### src/lifrk_pkg.sv
// Package for the ordered list with insert-at-front and remove-by-key.
// Holds sizes, field widths, status codes and controller/datapath types.
// No dependencies.
`default_nettype none

package lifrk_pkg;

   localparam int DEPTH      = 16;
   localparam int DATA_WIDTH = 32;

   localparam int VALUE_W  = 32;
   localparam int STATUS_W = 2;
   localparam int COUNT_OUT_W = 5;
   localparam int COUNT_W  = $clog2(DEPTH + 1);

   typedef logic [DATA_WIDTH-1:0] word_type;
   typedef logic [COUNT_W-1:0]    count_type;

   typedef enum logic {
      OP_INSERT = 1'b0,
      OP_REMOVE = 1'b1
   } opcode_type;

   typedef enum logic [STATUS_W-1:0] {
      ST_DONE      = 2'd0,
      ST_NOT_FOUND = 2'd1,
      ST_EMPTY     = 2'd2,
      ST_FULL      = 2'd3
   } status_type;

   typedef enum logic [2:0] {
      FSM_IDLE   = 3'b001,
      FSM_SEARCH = 3'b010,
      FSM_UPDATE = 3'b100
   } fsm_type;

   typedef struct packed {
      logic load;
      logic search;
      logic update;
   } dp_cmd_type;

   typedef struct packed {
      logic out_free;
   } dp_sts_type;

endpackage

`default_nettype wire

### src/lifrk_if.sv
// Handshake channels for the list block: request and response interfaces.
// Depends on lifrk_pkg.
`default_nettype none

interface lifrk_req_if;
   import lifrk_pkg::*;
   logic                      valid;
   logic                      ready;
   logic                      opcode;
   logic signed [VALUE_W-1:0] value;
   modport source (output valid, output opcode, output value, input ready);
   modport sink   (input valid, input opcode, input value, output ready);
endinterface

interface lifrk_rsp_if;
   import lifrk_pkg::*;
   logic                   valid;
   logic                   ready;
   logic [STATUS_W-1:0]    status;
   logic [COUNT_OUT_W-1:0] count;
   modport source (output valid, output status, output count, input ready);
   modport sink   (input valid, input status, input count, output ready);
endinterface

`default_nettype wire

### src/lifrk_ctrl.sv
// Controller for the list block: sequences accept, search and update.
// Depends on lifrk_pkg.
`default_nettype none

module lifrk_ctrl (
   input  wire                     clock,
   input  wire                     reset,
   input  wire                     req_valid,
   output logic                    req_ready,
   input  lifrk_pkg::dp_sts_type   dp_sts,
   output lifrk_pkg::dp_cmd_type   dp_cmd
);
   import lifrk_pkg::*;

   fsm_type state_ff;
   fsm_type state_in;

   always_comb begin
      state_in  = state_ff;
      req_ready = 1'b0;
      dp_cmd    = '0;
      case (state_ff)
         FSM_IDLE: begin
            req_ready = 1'b1;
            if (req_valid) begin
               dp_cmd.load = 1'b1;
               state_in    = FSM_SEARCH;
            end
         end
         FSM_SEARCH: begin
            dp_cmd.search = 1'b1;
            state_in      = FSM_UPDATE;
         end
         FSM_UPDATE: begin
            // hold until the output register can take the result
            if (dp_sts.out_free) begin
               dp_cmd.update = 1'b1;
               state_in      = FSM_IDLE;
            end
         end
         default: begin
            state_in = FSM_IDLE;
         end
      endcase
   end

   always_ff @(posedge clock) begin
      if (reset) begin
         state_ff <= FSM_IDLE;
      end else begin
         state_ff <= state_in;
      end
   end

endmodule

`default_nettype wire

### src/lifrk_dpath.sv
// Datapath for the list block: entry registers, key compare, shift and
// the response output register. Depends on lifrk_pkg.
`default_nettype none

module lifrk_dpath (
   input  wire                                       clock,
   input  wire                                       reset,
   input  wire                                       req_opcode,
   input  wire signed [lifrk_pkg::VALUE_W-1:0]       req_value,
   output logic                                      rsp_valid,
   input  wire                                       rsp_ready,
   output logic [lifrk_pkg::STATUS_W-1:0]            rsp_status,
   output logic [lifrk_pkg::COUNT_OUT_W-1:0]         rsp_count,
   input  lifrk_pkg::dp_cmd_type                     dp_cmd,
   output lifrk_pkg::dp_sts_type                     dp_sts
);
   import lifrk_pkg::*;

   word_type            entries_ff [DEPTH];
   word_type            entries_in [DEPTH];
   word_type            key_ff;
   opcode_type          op_ff;
   count_type           count_ff;
   count_type           count_in;
   logic [DEPTH-1:0]    match_in;
   logic [DEPTH-1:0]    shift_ff;
   logic [DEPTH-1:0]    shift_in;
   logic                found_ff;
   logic                write_en;
   status_type          status_in;
   logic                out_valid_ff;
   status_type          out_status_ff;
   count_type           out_count_ff;
   logic                is_full;
   logic                is_empty;

   // compare every live entry with the key and mark positions at or after
   // the first match
   always_comb begin
      logic [DEPTH-1:0] upto;
      for (int i = 0; i < DEPTH; i++) begin
         match_in[i] = (entries_ff[i] == key_ff) && (COUNT_W'(i) < count_ff);
      end
      for (int i = 0; i < DEPTH; i++) begin
         upto        = {DEPTH{1'b1}} >> (DEPTH - 1 - i);
         shift_in[i] = |(match_in & upto);
      end
   end

   assign is_full  = (count_ff == COUNT_W'(DEPTH));
   assign is_empty = (count_ff == '0);

   always_comb begin
      write_en  = 1'b0;
      count_in  = count_ff;
      status_in = ST_DONE;
      for (int i = 0; i < DEPTH; i++) begin
         entries_in[i] = entries_ff[i];
      end
      if (op_ff == OP_INSERT) begin
         if (is_full) begin
            status_in = ST_FULL;
         end else begin
            write_en      = 1'b1;
            count_in      = count_ff + COUNT_W'(1);
            entries_in[0] = key_ff;
            for (int i = 1; i < DEPTH; i++) begin
               entries_in[i] = entries_ff[i-1];
            end
         end
      end else begin
         if (is_empty) begin
            status_in = ST_EMPTY;
         end else if (!found_ff) begin
            status_in = ST_NOT_FOUND;
         end else begin
            write_en = 1'b1;
            count_in = count_ff - COUNT_W'(1);
            for (int i = 0; i < DEPTH - 1; i++) begin
               if (shift_ff[i]) begin
                  entries_in[i] = entries_ff[i+1];
               end
            end
         end
      end
   end

   always_ff @(posedge clock) begin
      if (dp_cmd.load) begin
         key_ff <= req_value[DATA_WIDTH-1:0];
         op_ff  <= opcode_type'(req_opcode);
      end
      if (dp_cmd.search) begin
         shift_ff <= shift_in;
         found_ff <= |match_in;
      end
      if (dp_cmd.update && write_en) begin
         for (int i = 0; i < DEPTH; i++) begin
            entries_ff[i] <= entries_in[i];
         end
      end
      if (dp_cmd.update) begin
         out_status_ff <= status_in;
         out_count_ff  <= count_in;
      end
   end

   always_ff @(posedge clock) begin
      if (reset) begin
         count_ff     <= '0;
         out_valid_ff <= 1'b0;
      end else begin
         if (dp_cmd.update) begin
            count_ff     <= count_in;
            out_valid_ff <= 1'b1;
         end else if (rsp_ready) begin
            out_valid_ff <= 1'b0;
         end
      end
   end

   assign dp_sts.out_free = !out_valid_ff || rsp_ready;
   assign rsp_valid       = out_valid_ff;
   assign rsp_status      = out_status_ff;
   assign rsp_count       = COUNT_OUT_W'(out_count_ff);

endmodule

`default_nettype wire

### src/list_insert_front_remove_key.sv
// Ordered list of signed words with insert-at-front and remove-first-match.
// Top level: joins lifrk_ctrl and lifrk_dpath. Depends on lifrk_pkg, lifrk_if.
//
// Usage:
//   req_if carries one item: opcode (0 insert at front, 1 remove the first
//   entry equal to value) and a 32-bit signed value. rsp_if returns one item
//   per request: a status (done, not found, list empty, list full) and the
//   entry count after the request. Up to DEPTH entries are held.
//   An item is accepted when valid and ready are both high.
//   The controller takes a request, compares the key against all entries in
//   its search state, then shifts the entry registers and loads the response
//   register in its update state. A new request is accepted only once the
//   previous one has left its update state.
//   A response waiting on a stalled receiver does not block the next
//   request's accept and search; its update waits until the response
//   register is free.
//   Reset clears the entry count and the response valid; entry contents are
//   not cleared and are never read beyond the count.
`default_nettype none

module list_insert_front_remove_key (
   input  wire          clock,
   input  wire          reset,
   lifrk_req_if.sink    req_if,
   lifrk_rsp_if.source  rsp_if
);
   import lifrk_pkg::*;

   dp_cmd_type dp_cmd;
   dp_sts_type dp_sts;

   lifrk_ctrl u_ctrl (
      .clock     (clock),
      .reset     (reset),
      .req_valid (req_if.valid),
      .req_ready (req_if.ready),
      .dp_sts    (dp_sts),
      .dp_cmd    (dp_cmd)
   );

   lifrk_dpath u_dpath (
      .clock      (clock),
      .reset      (reset),
      .req_opcode (req_if.opcode),
      .req_value  (req_if.value),
      .rsp_valid  (rsp_if.valid),
      .rsp_ready  (rsp_if.ready),
      .rsp_status (rsp_if.status),
      .rsp_count  (rsp_if.count),
      .dp_cmd     (dp_cmd),
      .dp_sts     (dp_sts)
   );

endmodule

`default_nettype wire

### src/flat_wrapper.sv
// flat-port wrapper written by rule: the top's interface ports become plain ports
module list_insert_front_remove_key_flat import lifrk_pkg::*;
  (clock, reset, req_if_valid, req_if_opcode, req_if_value, req_if_ready, rsp_if_valid, rsp_if_status, rsp_if_count, rsp_if_ready);
  lifrk_req_if req_if_i ();
  lifrk_rsp_if rsp_if_i ();
  input  wire clock;
  input  wire reset;
  input wire logic [$bits(req_if_i.valid)-1:0] req_if_valid;
  input wire logic [$bits(req_if_i.opcode)-1:0] req_if_opcode;
  input wire logic [$bits(req_if_i.value)-1:0] req_if_value;
  output wire logic [$bits(req_if_i.ready)-1:0] req_if_ready;
  output wire logic [$bits(rsp_if_i.valid)-1:0] rsp_if_valid;
  output wire logic [$bits(rsp_if_i.status)-1:0] rsp_if_status;
  output wire logic [$bits(rsp_if_i.count)-1:0] rsp_if_count;
  input wire logic [$bits(rsp_if_i.ready)-1:0] rsp_if_ready;
  assign req_if_i.valid = req_if_valid;
  assign req_if_i.opcode = req_if_opcode;
  assign req_if_i.value = req_if_value;
  assign req_if_ready = req_if_i.ready;
  assign rsp_if_valid = rsp_if_i.valid;
  assign rsp_if_status = rsp_if_i.status;
  assign rsp_if_count = rsp_if_i.count;
  assign rsp_if_i.ready = rsp_if_ready;
  list_insert_front_remove_key u_core (.clock(clock), .reset(reset), .req_if(req_if_i), .rsp_if(rsp_if_i));
endmodule
### config.mk
export PLATFORM = sky130hd
export DESIGN_NAME = list_insert_front_remove_key_flat
export DESIGN_NICKNAME = d
export VERILOG_FILES = /design/src/lifrk_pkg.sv /design/src/lifrk_if.sv /design/src/lifrk_ctrl.sv /design/src/lifrk_dpath.sv /design/src/list_insert_front_remove_key.sv /design/src/flat_wrapper.sv
export SDC_FILE = /design/constraint.sdc
export NUM_CORES = 1
export LEC_CHECK = 0
export BUFFER_PORTS_ARGS = -buffer_cell sky130_fd_sc_hd__buf_2
export CAP_MARGIN = 40
export CORE_ASPECT_RATIO = 0.6
export CORE_MARGIN = 1.5
export CORE_UTILIZATION = 57
export DETAILED_ROUTE_END_ITERATION = 7
export PLACE_DENSITY = 0.84
export SLEW_MARGIN = 5
export SYNTH_ARGS = -nofsm -noshare
export SYNTH_HDL_FRONTEND = slang
export SYNTH_SLANG_ARGS = --single-unit
### constraint.sdc
create_clock -name clock -period 4 [get_ports clock]
set_input_delay 1 -clock clock [delete_from_list [all_inputs] [get_ports clock]]
set_output_delay 1 -clock clock [all_outputs]
set_load 0.005 [all_outputs]
# Word level (Yosys, flattened, before mapping)
# Memory sizes are Yosys's and may differ from the RTL's.
# Index checks and enable logic that the tools add are counted.
classes:
  n_mux: 45
  reduce_logical: 37
  order_cmp: 16
  n_eq_ne: 22
  addsub: 2
ops:
  columns: ["op", "count"]
  rows:
  - ["$mux W480", 3]
  - ["$eq A32 B32 Y1", 16]
  - ["$mux W32", 16]
  - ["$mux W512", 1]
  - ["$lt A4 B5 Y1 const A", 8]
  - ["$lt A3 B5 Y1 const A", 4]
  - ["$mux W5", 4]
  - ["$logic_and A1 B1 Y1", 17]
  - ["$reduce_or A16 Y1", 1]
  - ["$mux W1", 15]
  - ["$reduce_or A15 Y1", 1]
  - ["$reduce_or A14 Y1", 1]
  - ["$reduce_or A13 Y1", 1]
  - ["$reduce_or A12 Y1", 1]
  - ["$reduce_or A11 Y1", 1]
  - ["$lt A1 B5 Y1 const A", 2]
  - ["$lt A2 B5 Y1 const A", 2]
  - ["$reduce_or A10 Y1", 1]
  - ["$pmux W3 S3", 1]
  - ["$reduce_or A9 Y1", 1]
  - ["$reduce_or A8 Y1", 1]
  - ["$reduce_or A7 Y1", 1]
  - ["$mux W2", 3]
  - ["$mux W3", 2]
  - ["other kinds (18)", 18]
totals:
  wordCells: 132
  memories: 1
  ramBits: 512
  input_bits: 37
  output_inout_bits: 9
  register_bits: 65
mem_list:
  columns: ["memory", "words", "word_bits", "read_ports", "rd_clocked_by_memory_dff", "wr", "line", "rtl"]
  rows:
  - ["u_core.u_dpath.entries_ff", 16, 32, 16, 0, 16, "lifrk_dpath.sv:19", "word_type entries_ff [DEPTH];"]

# Longest topological paths before layout
# Gate-level depths: netlist of the first run.
logic_depth:
  word_depth: 7
  depth_mapped: 9
  depth_no_buf: 8

# By module
# From an unflattened synthesis of the first run, not the netlist that was laid out.
hier_totals:
  cells_unflattened: 2085
  area_unflattened_um2: 28967.8
by_module_without_submodules:
  columns: ["module", "instances", "cells_each", "seq_area_each_um2", "area_per_inst_um2"]
  rows:
  - ["lifrk_dpath", 1, 2065, 17176.5, 28810.1]
  - ["lifrk_ctrl", 1, 20, 60.1, 157.7]

# Worst setup path after synthesis of the first run
# OpenSTA, ideal clock, no wires.
synth_timing:
  path_kind: "input -> register"
  startpoint: "input port rsp_if_ready"
  endpoint: "memory u_core.u_dpath.entries_ff[0][0] in the netlist's numbering, enable pin"
  path_stages: 6
  required_time_ns: 3.568
  n_path_buf: 2
  setup_ns: 0.432
  arrival_time_ns: 3.817
  slack_ns: -0.248
  cell_sequence: "nand2b_1 and3_1 clkbuf_1 nand2_1 clkbuf_1 a21oi_1"
synth_rtl:
  columns: ["element", "line", "rtl"]
  rows:
  - ["start, declared", "flat_wrapper.sv:15", "input wire logic [$bits(rsp_if_i.ready)-1:0] rsp_if_ready;"]
  - ["end, declared", "lifrk_dpath.sv:19", null]

# Worst setup path in the final report of the first run
layout_timing:
  startpoint: "register u_core.u_dpath.key_ff[27]"
  endpoint: "register u_core.u_dpath.shift_ff[12] (data pin)"
layout_via:
  elab_chain_cells: 3
  elab_cells_between_ends: 27
  classes_between: "eq/ne (13); reduce/logical (14)"
layout_lines:
  columns: ["element", "line", "rtl"]
  rows:
  - ["start, declared", "lifrk_dpath.sv:21", "word_type key_ff;"]
  - ["start signal, assigned", "lifrk_dpath.sv:90", "key_ff <= req_value[DATA_WIDTH-1:0];"]
  - ["$eq A32 B32 Y1", "lifrk_dpath.sv:42", "match_in[i] = (entries_ff[i] == key_ff) && (COUNT_W'(i) < count_ff);"]
  - ["$logic_and A1 B1 Y1", "lifrk_dpath.sv:42", null]
  - ["$reduce_or A13 Y1 *", "lifrk_dpath.sv:46", "shift_in[i] = |(match_in & upto);"]
  - ["named net u_core.u_dpath.shift_in[12]", "lifrk_dpath.sv:27", "logic [DEPTH-1:0] shift_in;"]
  - ["end signal, assigned", "lifrk_dpath.sv:94", "shift_ff <= shift_in;"]
  - ["end, declared", "lifrk_dpath.sv:26", "logic [DEPTH-1:0] shift_ff;"]
# The timed path passes the listed nets; every way through them passes the cells marked *.
# A chain may end at the register's enable or synchronous reset.

==> flow_metrics.env, run 1 <==
export IMPL_required_time_reported_for_the_critical_path_endpoint_ns=4.46
export IMPL_whs_path_depth=0
export IMPL_total_power_mw=12.8
export IMPL_synth_edff_count=568
export IMPL_cell_count_after_synthesis=2078
export IMPL_utilization=0.636
export IMPL_layout_drive_gt1_share=0.107
export IMPL_floorplan_initialDensity=0.579
export IMPL_path_max_fanout=9
export IMPL_post_synth_mux_area_share=0.00244
export IMPL_slew_headroom=0.207
export IMPL_outcome="finished, final reports clean"
export IMPL_gp_routability_congestion=1.03
export IMPL_detail_route_wl_per_cell_um=32.8
export IMPL_totalWireLength_um=91100
export IMPL_xor_xnor_share_of_the_synthesized_area=0.156
export IMPL_syn_area_mm2=0.0287
export IMPL_highest_count_cells_in_the_layout_ignoring_fill_and_taps="edfxtp_1 (568), a22o_1 (476), xor2_1 (398), xnor2_1 (115), nor4_1 (103)"
export IMPL_crit_arrival_ns=4.04
export IMPL_synthSimpleGateAreaFrac=0.0484
export IMPL_largest_family_of_logic_cells_by_synthesized_area="compound AO/OA/AOI/OAI gates"
export IMPL_numCtsBuffers=51
export IMPL_antenna_found_initial=3
export IMPL_layout_cells_most_common="edfxtp_1"
export IMPL_die_area_mm2=0.0518
export IMPL_fp_dieH_um=177
export IMPL_cts_htree_levels=2
export IMPL_report_final_hold_viol_count=0
export IMPL_clkSinkCount=577
export IMPL_worst_path_dominant_cell_family="simple AND/OR/NAND/NOR gates"
export IMPL_worst_setup_path_end_kind="flip-flop"
export IMPL_finalWorstPathRequiredPeriod_ns=3.59
export IMPL_timing_final_crit_share=0.897
export IMPL_max_clock_freq_mhz=279
export IMPL_timing_hold_worst_class="flip-flop to flip-flop"
export IMPL_gr_usage_met2=0.413
export IMPL_core_rowCount=63
export IMPL_max_stage_delay_ns=0.73
export IMPL_grt_start_max_net_pins=262
export IMPL_post_route_clock_skew_ns=0.0313
export IMPL_cp_slowest_cell="nor4_1"
export IMPL_grt_setup_unrepaired="false"
export IMPL_place_hpwl_um=63600
export IMPL_first_pass_grt_wire_length_um=129000
export IMPL_core_region_area_mm2=0.0496
export IMPL_cts_tree="yes"
export IMPL_port_bufs=45
export IMPL_grt_pass1_vias=18457
export IMPL_top_usage_layer="met1"
export IMPL_synth_ff_latch_count=577
export IMPL_static_leakage_nw=11.1
export IMPL_worst_skew_pair_late_latency_ns=0.62
export IMPL_final_net_count=2126
export IMPL_postSynth_asyncResetShare=0
export IMPL_synth_sequential_area_ratio=0.600
export IMPL_post_route_drc_count=0
export IMPL_slack_of_the_worst_reg_to_reg_path_ns=0.41
export IMPL_syn_nets=2119
export IMPL_post_cts_resize_count=0
export IMPL_finalMaxSlewViolations=0
export IMPL_grt_met1_usage=0.517
export IMPL_cts_repair_timing_setup_buffer_count=0
export IMPL_dr_total_vias=20159
export IMPL_ant_nets=0
export IMPL_drt_first_iter_violations=3884
export IMPL_start_kind="flip-flop"
export IMPL_peakVddDrop_mv=0.346
export IMPL_cp_buffers_inverters=1
export IMPL_synthAdderAreaFrac=0.00174
export IMPL_detail_route_first_pass_iterations=6
export IMPL_track_usage=0.345
export IMPL_area_growth_pct=9.83
export IMPL_gr_usage_met3=0.224
export IMPL_die_width_um=293
export IMPL_worst_path_stages=7
export IMPL_postCtsHoldBufs=0
export IMPL_synth_cell_types=48
export IMPL_maxCapViolations=0
export IMPL_ioPinCount=46
export IMPL_timing_worst_slew_pin_value_ns=1.19
export IMPL_globalRouteOverflowTotal=0
export IMPL_avgViaCountPerCell=7.26
export IMPL_crit_type="flip-flop to flip-flop"
export IMPL_yosysWarnings=0
export IMPL_postSynthAreaPerCell_um2=13.8
export IMPL_postSynth_topFlopCell="edfxtp_1"
export IMPL_finalSetupViolCount=0
export IMPL_ctsLongestPathBuffers=3
export IMPL_n_fill_cell=3554
export IMPL_compound_gate_fraction_of_synth_area=0.157
export IMPL_cts_root_buffer_cell="clkbuf_16"
export IMPL_r2r_worst_path_cells=7
export IMPL_cts_clk_slew_worst_paths_ns=0.07
export IMPL_cellPowerDensity_mw_per_mm2=407
export IMPL_critical_path_cell_chain="xor2_1 -> nor4_1 -> nand4_1 -> a2111oi_0 -> buf_4 -> and4bb_1 -> nand4b_1"
==> worst paths after layout <==
kind                                                                  start                                           to
worst min-delay path            u_core.u_dpath.entries_ff[1][194]$_DFFE_PP_  u_core.u_dpath.entries_ff[1][226]$_DFFE_PP_
worst max register to register          u_core.u_dpath.key_ff[27]$_DFFE_PP_        u_core.u_dpath.shift_ff[12]$_DFFE_PP_
worst min register to register  u_core.u_dpath.entries_ff[1][194]$_DFFE_PP_  u_core.u_dpath.entries_ff[1][226]$_DFFE_PP_
worst max-delay path                    u_core.u_dpath.key_ff[27]$_DFFE_PP_        u_core.u_dpath.shift_ff[12]$_DFFE_PP_
==> metrics by stage <==
| stage | setup TNS [ns] | std cells | cell area [um2] | setup WS (ns) | hold WS [ns] |
|---|---|---|---|---|---|
| final | 0 | 2776 | 31500 | 0.412 | 0.516 |
| after global routing | 0 | 2772 | 31500 | 0.366 | 0.533 |
| after CTS | 0 | 2769 | 31500 | 0.661 | 0.517 |
| after global placement | 0 | 2668 | 29700 | 0.678 | 0.487 |
| after floorplan | -80.51 | 2078 | 28700 | -0.248 | 0.473 |
| after detailed placement | 0 | 2679 | 29900 | 0.699 | 0.489 |
==> per-layer routing <==
layer  up-vias  wire [um]
li1       8090          -
met1     10101      36400
met2      1837      33700
met3       127      19600
met4         4       1260
met5         -        166
==> report_power, final <==
group	switching (mW)	internal, mW	total (mW)
registers	0.0994	6.66	6.76
clock network	2.30	2.60	4.91
logic	0.748	0.412	1.16
==> cells by family (layout without fill, tap and decap cells) <==
| kind of cell | count (synthesis) | after routing |
|---|---|---|
| xor gates and xnor gates | 513 | 513 |
| and+or+nand+nor | 239 | 239 |
| adders and majority gates | 4 | 4 |
| muxes | 7 | 7 |
| buffers and inverters | 209 | 253 |
| DFF | 577 | 577 |
| AOI/OAI and AO/OA | 529 | 529 |
| other | 0 | 4 |
==> synth_stat cells, types with 2 or more instances <==
cell / number / area, um2
nor3b_1: 2 / 15.0
nor2b_1: 2 / 12.5
nand3_1: 23 / 115
clkbuf_1: 111 / 417
buf_6: 12 / 135
a221oi_1: 2 / 17.5
buf_4: 5 / 37.5
mux2i_1: 7 / 70.1
o2111ai_1: 2 / 17.5
o21ai_0: 8 / 40.0
inv_1: 25 / 93.8
a2bb2oi_1: 2 / 17.5
a21oi_1: 22 / 110
o221a_2: 2 / 22.5
xor2_1: 398 / 3490
buf_2: 50 / 250
edfxtp_1: 568 / 17100
dfxtp_1: 9 / 180
nor2_1: 19 / 71.3
xnor2_1: 115 / 1010
a31oi_1: 3 / 18.8
nor4_1: 103 / 644
ha_1: 4 / 50.1
nand2_1: 17 / 63.8
nand2b_1: 2 / 12.5
nand3b_1: 2 / 15.0
and4bb_1: 2 / 25.0
nand4_1: 44 / 275
nor3_1: 16 / 80.1
buf_1: 5 / 18.8
a2111oi_0: 3 / 26.3
nand4b_1: 2 / 17.5
a22o_1: 476 / 4170
==> registers in the layout, summed over array words and instances, names as in the netlist <==
name                       cells
u_core.u_dpath.entries_ff    512
u_core.u_dpath.rsp_status      2
u_core.u_dpath.count_ff        5
u_core.u_dpath.shift_ff       15
u_core.u_dpath.rsp_count       5
u_core.u_ctrl.state_ff         3
u_core.u_dpath.key_ff         32
u_core.u_dpath.rsp_valid       1
u_core.u_dpath.op_ff           1
u_core.u_dpath.found_ff        1
==> layout make-up <==
type / count / area [um2] / share of cell area
antenna: 4 / 10.0 / 0.000317
clock buffer: 61 / 1310 / 0.0417
clock inverter: 29 / 265 / 0.00841
inverter: 26 / 97.6 / 0.00309
multi-input combinational: 1292 / 10700 / 0.340
sequential: 577 / 17200 / 0.547
tap: 650 / 813 / 0.0258
timing repair buffer: 137 / 1090 / 0.0345
Power figures use the tool's default switching activity.
==> inputs of run 2 (changes only) <==
--- a/config.mk
+++ b/config.mk
@@ -9,9 +9,9 @@
 export CAP_MARGIN = 40
 export CORE_ASPECT_RATIO = 0.6
 export CORE_MARGIN = 1.5
-export CORE_UTILIZATION = 57
+export CORE_UTILIZATION = 63
 export DETAILED_ROUTE_END_ITERATION = 7
-export PLACE_DENSITY = 0.84
+export PLACE_DENSITY = 0.88
 export SLEW_MARGIN = 5
 export SYNTH_ARGS = -nofsm -noshare
 export SYNTH_HDL_FRONTEND = slang
==> constraint.sdc (replaced) <==
create_clock -name clock -period 3.8 [get_ports clock]
set_input_delay 0.95 -clock clock [delete_from_list [all_inputs] [get_ports clock]]
set_output_delay 0.95 -clock clock [all_outputs]
set_load 0.005 [all_outputs]
==> run 2 against run 1 <==
Effect of this change: non-clock buffer count up 5; register-to-register slack worse by 0.37 ns; clock power up 15%; routed wire length up 2.2%; sequential power up 5.3%; design area up 0.71%; via count up 1.0%; power up 9.6%; utilization up 7.1 points; global-route usage up 4.8 points; die area down 9.4%; critical path type unchanged.
==> flow_metrics.env, run 2 (synthesized netlist as in run 1, its figures left out) <==
export IMPL_outcome="finished, final reports clean"
export IMPL_postPlaceCellArea_mm2=0.0299
export IMPL_portion_of_total_power_attributed_to_sequential_cells=0.506
export IMPL_cp_slowest_cell="edfxtp_1"
export IMPL_start_kind="flip-flop"
export IMPL_peakVddDrop_mv=0.387
export IMPL_finalSetupViolCount=0
export IMPL_layout_drive_gt1_share=0.116
export IMPL_multiInputGateArea_mm2=0.0107
export IMPL_cts_repair_timing_setup_buffer_count=0
export IMPL_min_delay_start="u_core.u_dpath.entries_ff[1][201]$_DFFE_PP_"
export IMPL_ioPinCount=46
export IMPL_path_max_fanout=13
export IMPL_die_width_um=279
export IMPL_max_clock_freq_mhz=266
export IMPL_slew_headroom=0.0776
export IMPL_cts_clk_slew_worst_paths_ns=0.07
export IMPL_layout_cells_most_common="edfxtp_1"
export IMPL_detail_route_first_pass_iterations=7
export IMPL_utilization=0.708
export IMPL_post_route_clock_skew_ns=0.0175
export IMPL_max_flop_register="u_core.u_dpath.entries_ff"
export IMPL_n_fill_cell=2883
export IMPL_swShare=0.239
export IMPL_drt_first_iter_violations=4642
export IMPL_cts_root_buffer_cell="clkbuf_16"
export IMPL_timing_worst_slew_pin_value_ns=1.38
export IMPL_required_time_reported_for_the_critical_path_endpoint_ns=4.25
export IMPL_place_hpwl_um=65800
export IMPL_power_share_clock=0.403
export IMPL_finalInstanceArea_mm2=0.0318
export IMPL_avgViaCountPerCell=7.48
export IMPL_slack_of_the_worst_reg_to_reg_path_ns=0.04
export IMPL_static_leakage_nw=11.3
export IMPL_totalWireLength_um=93100
export IMPL_fp_dieH_um=168
export IMPL_clkSinkCount=577
export IMPL_area_growth_pct=10.6
export IMPL_antenna_found_initial=3
export IMPL_place_detailed_instances=2623
export IMPL_post_cts_resize_count=0
export IMPL_post_route_drc_count=0
export IMPL_setup_slack_ns=0.0414
export IMPL_cts_htree_levels=2
export IMPL_internal_power_mw=10.7
export IMPL_cts_tree="yes"
export IMPL_largest_registers="u_core.u_dpath.entries_ff (512), u_core.u_dpath.key_ff (32), u_core.u_dpath.shift_ff (15)"
export IMPL_finalMaxSlewViolations=0
export IMPL_timing_final_crit_share=0.989
export IMPL_whs_path_depth=0
export IMPL_core_region_area_mm2=0.0449
export IMPL_power_combinational_fraction=0.090
export IMPL_final_setup_tns_ns=0
export IMPL_track_usage=0.392
export IMPL_fin_worst_hold_slack_ns=0.509
export IMPL_numCtsBuffers=51
export IMPL_first_pass_grt_wire_length_um=132000
export IMPL_gp_routability_congestion=1.05
export IMPL_grt_pass1_vias=18512
export IMPL_preCtsSetupSlack_ns=0.480
export IMPL_die_area_mm2=0.0469
export IMPL_max_stage_delay_ns=0.94
export IMPL_cellPowerDensity_mw_per_mm2=443
export IMPL_timing_hold_worst_class="flip-flop to flip-flop"
export IMPL_floorplan_initialDensity=0.640
export IMPL_ant_nets=0
export IMPL_total_switching_power_mw=3.36
export IMPL_port_bufs=45
export IMPL_ctsLongestPathBuffers=3
export IMPL_final_net_count=2131
export IMPL_grt_setup_unrepaired="false"
export IMPL_globalRouteOverflowTotal=0
export IMPL_dr_total_vias=20364
export IMPL_seqCellArea_mm2=0.0172
export IMPL_grt_start_max_net_pins=227
export IMPL_finalWorstPathRequiredPeriod_ns=3.76
export IMPL_min_to="u_core.u_dpath.entries_ff[1][233]$_DFFE_PP_"
export IMPL_detail_route_wl_per_cell_um=34.2
export IMPL_worst_setup_path_end_kind="flip-flop"
export IMPL_regToRegStartpoint="u_core.u_dpath.key_ff[23]$_DFFE_PP_"
export IMPL_crit_type="flip-flop to flip-flop"
export IMPL_worst_skew_pair_late_latency_ns=0.61
export IMPL_crit_arrival_ns=4.21
export IMPL_report_final_hold_viol_count=0
export IMPL_critical_path_cell_chain="xor2_1 -> nor4_1 -> nand4_1 -> a2111oi_2 -> and4bb_1 -> nand4b_1"
export IMPL_total_power_mw=14.1
export IMPL_r2r_worst_path_cells=6
export IMPL_core_rowCount=60
export IMPL_timing_rr_end="u_core.u_dpath.shift_ff[10]$_DFFE_PP_"
export IMPL_maxCapViolations=0
export IMPL_postCtsHoldBufs=0
export IMPL_highest_count_cells_in_the_layout_ignoring_fill_and_taps="edfxtp_1 (568), a22o_1 (476), xor2_1 (398), xnor2_1 (115), nor4_1 (103)"
export IMPL_post_layout_nonfiller_instances=2723
export IMPL_largest_reg_flops=512
[run 2: power groups by stage]
stage               Sequential [mW]  Combinational (mW)  Clock, mW
floorplan                      7.16               0.824          0
global placement               7.27                1.09          0
detailed placement             7.25                1.17          0
CTS                            7.11                1.18       5.64
global route                   7.11                1.29       5.89
finish                         7.12                1.27       5.67
[run 2: worst max-delay path by stage]
stage / from / endpoint / slack (ns)
after global placement: u_core.u_dpath.key_ff[23]$_DFFE_PP_ / u_core.u_dpath.shift_ff[12]$_DFFE_PP_ / 0.51
after detailed placement: u_core.u_dpath.key_ff[23]$_DFFE_PP_ / u_core.u_dpath.shift_ff[12]$_DFFE_PP_ / 0.48
after floorplan: rsp_if_ready / u_core.u_dpath.entries_ff[0][0]$_DFFE_PP_ / -0.40
after CTS: u_core.u_dpath.key_ff[23]$_DFFE_PP_ / u_core.u_dpath.shift_ff[10]$_DFFE_PP_ / 0.35
after global routing: u_core.u_dpath.key_ff[23]$_DFFE_PP_ / u_core.u_dpath.shift_ff[10]$_DFFE_PP_ / 0.1
final: u_core.u_dpath.key_ff[23]$_DFFE_PP_ / u_core.u_dpath.shift_ff[10]$_DFFE_PP_ / 0.04
[run 2: worst max-delay path: cells and delay by family, from the launching register on]
family           cells  cell delay, ns
AO/OA/AOI/OAI        1            0.53
XOR/XNOR             1            0.45
flip-flops           1            0.94
AND/OR/NAND/NOR      4            1.67
[run 2: layout make-up]
type | instances | area share
clock inverter | 32 | 0.0135
inverter | 26 | 0.00307
antenna | 3 | 0.000236
timing repair buffer | 142 | 0.0372
sequential | 577 | 0.543
multi-input combinational | 1292 | 0.337
clock buffer | 62 | 0.0428
tap | 589 | 0.0232
[run 2: per-layer routing]
layer,vias to the layer above,wire length (um),part of all wire,track usage
li1,8115,-,-,-
met1,10156,36400,0.39,0.587
met4,8,1230,0.013,0.0383
met5,-,336,0.0036,0.0431
met3,182,20300,0.22,0.255
met2,1903,34800,0.37,0.477
